$ cat src/rtl/core/hpt_pkg.sv
// -----------------------------------------------------------------------------
// hpt_pkg
// Shared constants and stage types of the homogeneous point transform.
// -----------------------------------------------------------------------------
package hpt_pkg;

  // Default number of fraction bits of the fixed-point format.
  localparam int FracBitsDef = 16;

  localparam int CoordW  = 32;
  localparam int CfgW    = 64;
  localparam int NumRegs = 8;
  localparam int CfgIdxW = 4;
  localparam int RegSelW = $clog2(NumRegs);

  // Exact product, exact row sum, magnitude and quotient widths.
  localparam int ProdW = 2 * CoordW;
  localparam int AccW  = ProdW + 2;
  localparam int MagW  = 64;
  localparam int QuotW = CoordW + 1;
  localparam int NumDivSteps = QuotW;

  // Command codes.
  localparam logic CmdPoint = 1'b0;
  localparam logic CmdDir   = 1'b1;

  // Products of all four rows, plus the column-3 entries.
  typedef struct packed {
    logic                            point;
    logic [3:0][2:0][ProdW-1:0]      prod;
    logic [3:0][CoordW-1:0]          trans;
  } prod_t;

  // Row sums already reduced to the fixed-point format (rows 0..2 and w).
  typedef struct packed {
    logic                 point;
    logic [3:0][AccW-1:0] sum;
  } sum_t;

  // State of the three restoring dividers, one lane per coordinate.
  typedef struct packed {
    logic                  divided;
    logic [2:0]            neg;
    logic [2:0]            big;
    logic [2:0][MagW-1:0]  rem;
    logic [MagW-1:0]       den;
    logic [2:0][QuotW-1:0] quot;
  } div_t;

endpackage

$ cat src/rtl/core/hpt_if.sv


interface hpt_rsp_if;
  logic                valid;
  logic                ready;
  logic signed [31:0]  out_x;
  logic signed [31:0]  out_y;
  logic signed [31:0]  out_z;
  logic                was_divided;
  logic                overflow;

  modport source (output valid, out_x, out_y, out_z, was_divided, overflow, input ready);
  modport sink   (input valid, out_x, out_y, out_z, was_divided, overflow, output ready);
endinterface

$ cat src/rtl/core/hpt_sat.sv
// -----------------------------------------------------------------------------
// hpt_sat
// Applies the sign, saturates to 32 bits and holds the response register.
// -----------------------------------------------------------------------------
module hpt_sat import hpt_pkg::*; (
  input  logic       clk_i,
  input  logic       rst_ni,
  input  logic       in_valid_i,
  output logic       in_ready_o,
  input  div_t       in_data_i,
  hpt_rsp_if.source  out_o
);

  localparam logic [QuotW-1:0]  NegLim = QuotW'(1) << (CoordW - 1);
  localparam logic [QuotW-1:0]  PosLim = NegLim - QuotW'(1);
  localparam logic [CoordW-1:0] MaxVal = {1'b0, {(CoordW-1){1'b1}}};
  localparam logic [CoordW-1:0] MinVal = {1'b1, {(CoordW-1){1'b0}}};

  logic                   v_q;
  logic [2:0][CoordW-1:0] res_d, res_q;
  logic                   ovf_d, ovf_q;
  logic                   div_q;

  assign in_ready_o = !v_q || out_o.ready;

  // Signed result with saturation per coordinate.
  always_comb begin
    logic sat;
    sat   = 1'b0;
    ovf_d = 1'b0;
    for (int i = 0; i < 3; i++) begin
      sat = in_data_i.big[i] ||
            (in_data_i.neg[i] ? (in_data_i.quot[i] > NegLim) : (in_data_i.quot[i] > PosLim));
      if (sat) begin
        res_d[i] = in_data_i.neg[i] ? MinVal : MaxVal;
      end else if (in_data_i.neg[i]) begin
        res_d[i] = CoordW'(-in_data_i.quot[i]);
      end else begin
        res_d[i] = CoordW'(in_data_i.quot[i]);
      end
      ovf_d = ovf_d | sat;
    end
  end

  always_ff @(posedge clk_i or negedge rst_ni) begin
    if (!rst_ni) begin
      v_q <= 1'b0;
    end else if (in_ready_o) begin
      v_q <= in_valid_i;
    end
  end

  always_ff @(posedge clk_i) begin
    if (in_ready_o) begin
      res_q <= res_d;
      ovf_q <= ovf_d;
      div_q <= in_data_i.divided;
    end
  end

  assign out_o.valid       = v_q;
  assign out_o.out_x       = res_q[0];
  assign out_o.out_y       = res_q[1];
  assign out_o.out_z       = res_q[2];
  assign out_o.was_divided = div_q;
  assign out_o.overflow    = ovf_q;

endmodule

$ cat src/flat_wrapper.sv
// flat-port wrapper written by rule: the top's interface ports become plain ports
module hpt_sat_flat import hpt_pkg::*;
  (clk_i, rst_ni, in_valid_i, in_ready_o, in_data_i, out_o_valid, out_o_out_x, out_o_out_y, out_o_out_z, out_o_was_divided, out_o_overflow, out_o_ready);
  hpt_rsp_if out_o_i ();
  input  logic clk_i;
  input  logic rst_ni;
  input  logic in_valid_i;
  output logic in_ready_o;
  input  div_t in_data_i;
  output wire logic [$bits(out_o_i.valid)-1:0] out_o_valid;
  output wire logic [$bits(out_o_i.out_x)-1:0] out_o_out_x;
  output wire logic [$bits(out_o_i.out_y)-1:0] out_o_out_y;
  output wire logic [$bits(out_o_i.out_z)-1:0] out_o_out_z;
  output wire logic [$bits(out_o_i.was_divided)-1:0] out_o_was_divided;
  output wire logic [$bits(out_o_i.overflow)-1:0] out_o_overflow;
  input wire logic [$bits(out_o_i.ready)-1:0] out_o_ready;
  assign out_o_valid = out_o_i.valid;
  assign out_o_out_x = out_o_i.out_x;
  assign out_o_out_y = out_o_i.out_y;
  assign out_o_out_z = out_o_i.out_z;
  assign out_o_was_divided = out_o_i.was_divided;
  assign out_o_overflow = out_o_i.overflow;
  assign out_o_i.ready = out_o_ready;
  hpt_sat u_core (.clk_i(clk_i), .rst_ni(rst_ni), .in_valid_i(in_valid_i), .in_ready_o(in_ready_o), .in_data_i(in_data_i), .out_o(out_o_i));
endmodule
$ cat config.mk
export PLATFORM = sky130hd
export DESIGN_NAME = hpt_sat_flat
export DESIGN_NICKNAME = d
export VERILOG_FILES = /design/src/rtl/core/hpt_pkg.sv /design/src/rtl/core/hpt_if.sv /design/src/rtl/core/hpt_sat.sv /design/src/flat_wrapper.sv
export SDC_FILE = /design/constraint.sdc
export NUM_CORES = 1
export LEC_CHECK = 0
export ABC_AREA = 0
export BUFFER_PORTS_ARGS = -buffer_cell sky130_fd_sc_hd__buf_2
export CAP_MARGIN = 0
export CELL_PAD_IN_SITES_DETAIL_PLACEMENT = 0
export CELL_PAD_IN_SITES_GLOBAL_PLACEMENT = 1
export CORE_AREA = 2 2 180 182
export DETAILED_ROUTE_END_ITERATION = 6
export DIE_AREA = 0 0 182 184
export HOLD_SLACK_MARGIN = 0.15
export MAX_ROUTING_LAYER = met4
export PLACE_DENSITY_LB_ADDON = 0.1
export SYNTH_ARGS = -nofsm -noshare
export SYNTH_HDL_FRONTEND = slang
export SYNTH_SLANG_ARGS = --single-unit
export TNS_END_PERCENT = 10
$ cat constraint.sdc
create_clock -name clk_i -period 4.5 [get_ports clk_i]
set_input_delay 0.9 -clock clk_i [delete_from_list [all_inputs] [get_ports clk_i]]
set_output_delay 0.9 -clock clk_i [all_outputs]
set_load 0.02 [all_outputs]
==> qor.csv <==
stage,metric,value,unit
status,status,finished clean,
setup_path,Crit path arrival time,3650,ps
drt,iteration count of the initial detailed-routing pass,5,
yosys,ys async rst share,1.01,%
sta,actual slew at the worst max-slew pin,1080,ps
yosys,"top cells by count, synth","105 x a21oi_1, 98 x edfxtp_1, 62 x clkbuf_1",
grt,global-route wire length before repair,44700,µm
sta,Slew headroom,27.9,%
floorplanning,die span in y,184,µm
layout,share of layout cells above drive strength 1,28.7,%
layout,Fillers,3422,
floorplanning,core area,31400,µm²
floorplanning,Die ar.,33500,µm²
placed_design,RePlAce Congestion,0.802,
setup_path,CP Max Fanout,12,
grt,initial antenna violation count,5,
sta,Final Setup Violations,0,
grt,largest net degree at the start of global routing,53,
yosys,Mapped Area,6970,µm²
drt,Final ANT Viol Nets,0,
power_and_ir_drop,maximum VDD drop,197,µV
yosys,Yosys top cell area share,42.2,%
setup_path,CP Data Required Time,4670,ps
clocking,Clock Tree Buf Depth,2,
yosys,Synth area leader,edfxtp_1,
sta,RSZ-0062 raised after global routing,no,
clocking,setup bufs post-CTS,0,
grt,total gr overflow,0,
layout,Non-Filler Instances,1380,
sta,FMAX,0.287,GHz
placed_design,placed cells,1359,
setup_path,crit path kind,input port to flop,
layout,nets,1340,
yosys,most common cell in the netlist,a21oi_1,
yosys,Syn Inst Count,784,
clocking,Sink Count,99,
drt,via count,7401,
sta,TNS Setup,0,ps
yosys,number of flops mapped to enable cells by yosys,98,
clocking,Worst-path clk slew,80,ps
sta,hold slack final,290,ps
sta,final hold vios,0,
grt,Overall Global Routing Usage,17.9,%
yosys,part of the Yosys area used for sequential elements,42.6,%
clocking,Clock Root Buffer,clkbuf_16,
setup_path,CP endpoint kind,flop,
drt,DRC,0,
sta,Max Slew Vio Count,0,
sta,Final period util,77.4,%
yosys,"flops & latches, synth",99,
placed_design,# port buffers,209,
hold_path,Hold Crit Class,input port to async pin,
flow_run,max_cap viols,0,
yosys,synth unique cells,64,
clocking,hold buffer count at cts,0,
setup_path,CP startpoint kind,input port,
clocking,H-tree levels,3,
drt,initial DRC count,573,
drt,DR WL/cell,21.4,µm
clocking,clk_lat worst skew,360,ps
layout,synthesis-to-layout area growth,27.3,%
yosys,syn_nets,1156,
clocking,CTS buffer count,9,
drt,vias per cell,5.36,
floorplanning,Rows,65,
clocking,post-cts repair resize count,0,
layout,final core occ,28.3,%
floorplanning,Starting Density,22.2,%
clocking,CTS tree,yes,
floorplanning,IO Pins,466,
placed_design,HPWL Detailed,20900,µm
yosys,top_reg_cell synth,edfxtp_1,
yosys,syn avg cell area,8.90,µm²
sta,Period minus WS final,3480,ps
grt,vias in the first global route,7044,
sta,Final Skew,6.45,ps
power_and_ir_drop,P_leak,3.23,nW
yosys,ranking of synthesized cells by area,"edfxtp_1 42%, a21oi_1 7.5%, nand3_1 3.7%",
yosys,yosys warns,0,
floorplanning,Die Wd,182,µm
power_and_ir_drop,cell area power density,292,nW/µm²
drt,routed wire length,29600,µm
registers in the layout (all words and copies together) (netlist names):
register / count
u_core.out_o.out_x: 32
u_core.out_o.out_y: 32
u_core.out_o.out_z: 32
u_core.out_o.overflow: 1
u_core.out_o.valid: 1
u_core.out_o.was_divided: 1
cell families (layout without fill, tap and decap cells):
| kind of cell | after synthesis | count (layout) | synth area share (%) |
|---|---|---|---|
| AND/OR/NAND/NOR | 297 | 297 | 24.3 |
| AO/OA/AOI/OAI | 263 | 263 | 25.0 |
| buffers and inverters | 112 | 301 | 6.08 |
| flip-flops | 99 | 99 | 42.6 |
| adder cells (fa/ha/maj) | 6 | 6 | 1.08 |
| multiplexers | 6 | 6 | 0.861 |
| XOR/XNOR | 1 | 1 | 0.126 |
| other | 0 | 5 | 0 |
routing by layer:
metal | routed length [µm] | up-vias | GRT usage (%) | part of all wire [%]
li1 | - | 3510 | - | -
met5 | 0 | - | - | 0
met3 | 2560 | 17 | 5.53 | 8.7
met4 | 272 | 0 | 3.87 | 0.92
met1 | 14300 | 3586 | 25.1 | 48
met2 | 12400 | 288 | 25.1 | 42
per-stage QoR:
| step | worst slack, ps | cell area [µm²] | power [mW] |
|---|---|---|---|
| 2_1_floorplan | 164 | 6970 | 1.46 |
| 3_5_place_dp | 659 | 8540 | 1.72 |
| 6_report | 1020 | 8880 | 2.60 |
| 5_1_grt | 894 | 8880 | 2.73 |
| 3_3_place_gp | 614 | 8540 | 1.72 |
| 4_1_cts | 1040 | 8860 | 2.64 |
cell type report:
cell class                      instances  area [µm²]  area share (%)
Sequential cell                        99        2970            33.4
Clock inverter                          7         101            1.14
Antenna cell                            5        12.5           0.141
Timing Repair Buffer                  241        1290            14.5
Clock buffer                            9         225            2.54
Multi-Input combinational cell        573        3620            40.7
Tap cell                              402         503            5.67
Inverter                               44         165            1.86
cell usage in the layout (no fill, tap or decap), types with 4 or more instances in the layout:
cell         n
buf_2      209
a21oi_1    105
edfxtp_1    98
nand3_1     51
inv_1       43
nand4_1     38
nand2_1     34
o21ai_0     34
buf_4       32
nor3_1      31
nor2_1      30
or4_1       28
nor4_1      20
o31ai_1     20
a311oi_1    15
or3_1       12
a31oi_1     12
o41ai_1     11
o22ai_1     11
a2bb2oi_1   11
clkbuf_16    9
or2_2        8
nand2b_1     7
nand4b_1     7
and2_1       6
mux2i_1      6
o32ai_1      6
ha_1         6
diode_2      5
o22a_1       5
nor4b_1      4
report_power, final:
group | leakage, nW | internal (mW) | switching (mW)
Sequential | 0.997 | 1.11 | 0.0263
Clock | 0.152 | 0.493 | 0.408
Combinational | 2.08 | 0.173 | 0.388
path summary, 6_finish.rpt:
| kind | to | startpoint | cells past startpoint | slack (ps) |
|---|---|---|---|---|
| setup / recovery | u_core.out_o.out_x[25]$_DFFE_PP_ | in_data_i[27] | 7 | 1020 |
| setup reg to reg | u_core.out_o.out_x[3]$_DFFE_PP_ | u_core.out_o.valid$_DFFE_PN0P_ | 2 | 2980 |
| max in group asynchronous | u_core.out_o.valid$_DFFE_PN0P_ | rst_ni | 1 | 4130 |
| min in group clk_i | u_core.out_o.was_divided$_DFFE_PP_ | in_data_i[361] | 1 | 710 |
| hold / removal | u_core.out_o.valid$_DFFE_PN0P_ | rst_ni | 1 | 290 |
| hold reg to reg | u_core.out_o.valid$_DFFE_PN0P_ | u_core.out_o.valid$_DFFE_PN0P_ | 3 | 990 |
critical path: stages:
cell,delay [ps]
buf_2,120
or4_1,650
or4_4,500
o41ai_4,570
a21oi_2,310
buf_4,270
nor4_1,320
No activity file was read; power rests on OpenSTA's default activity.
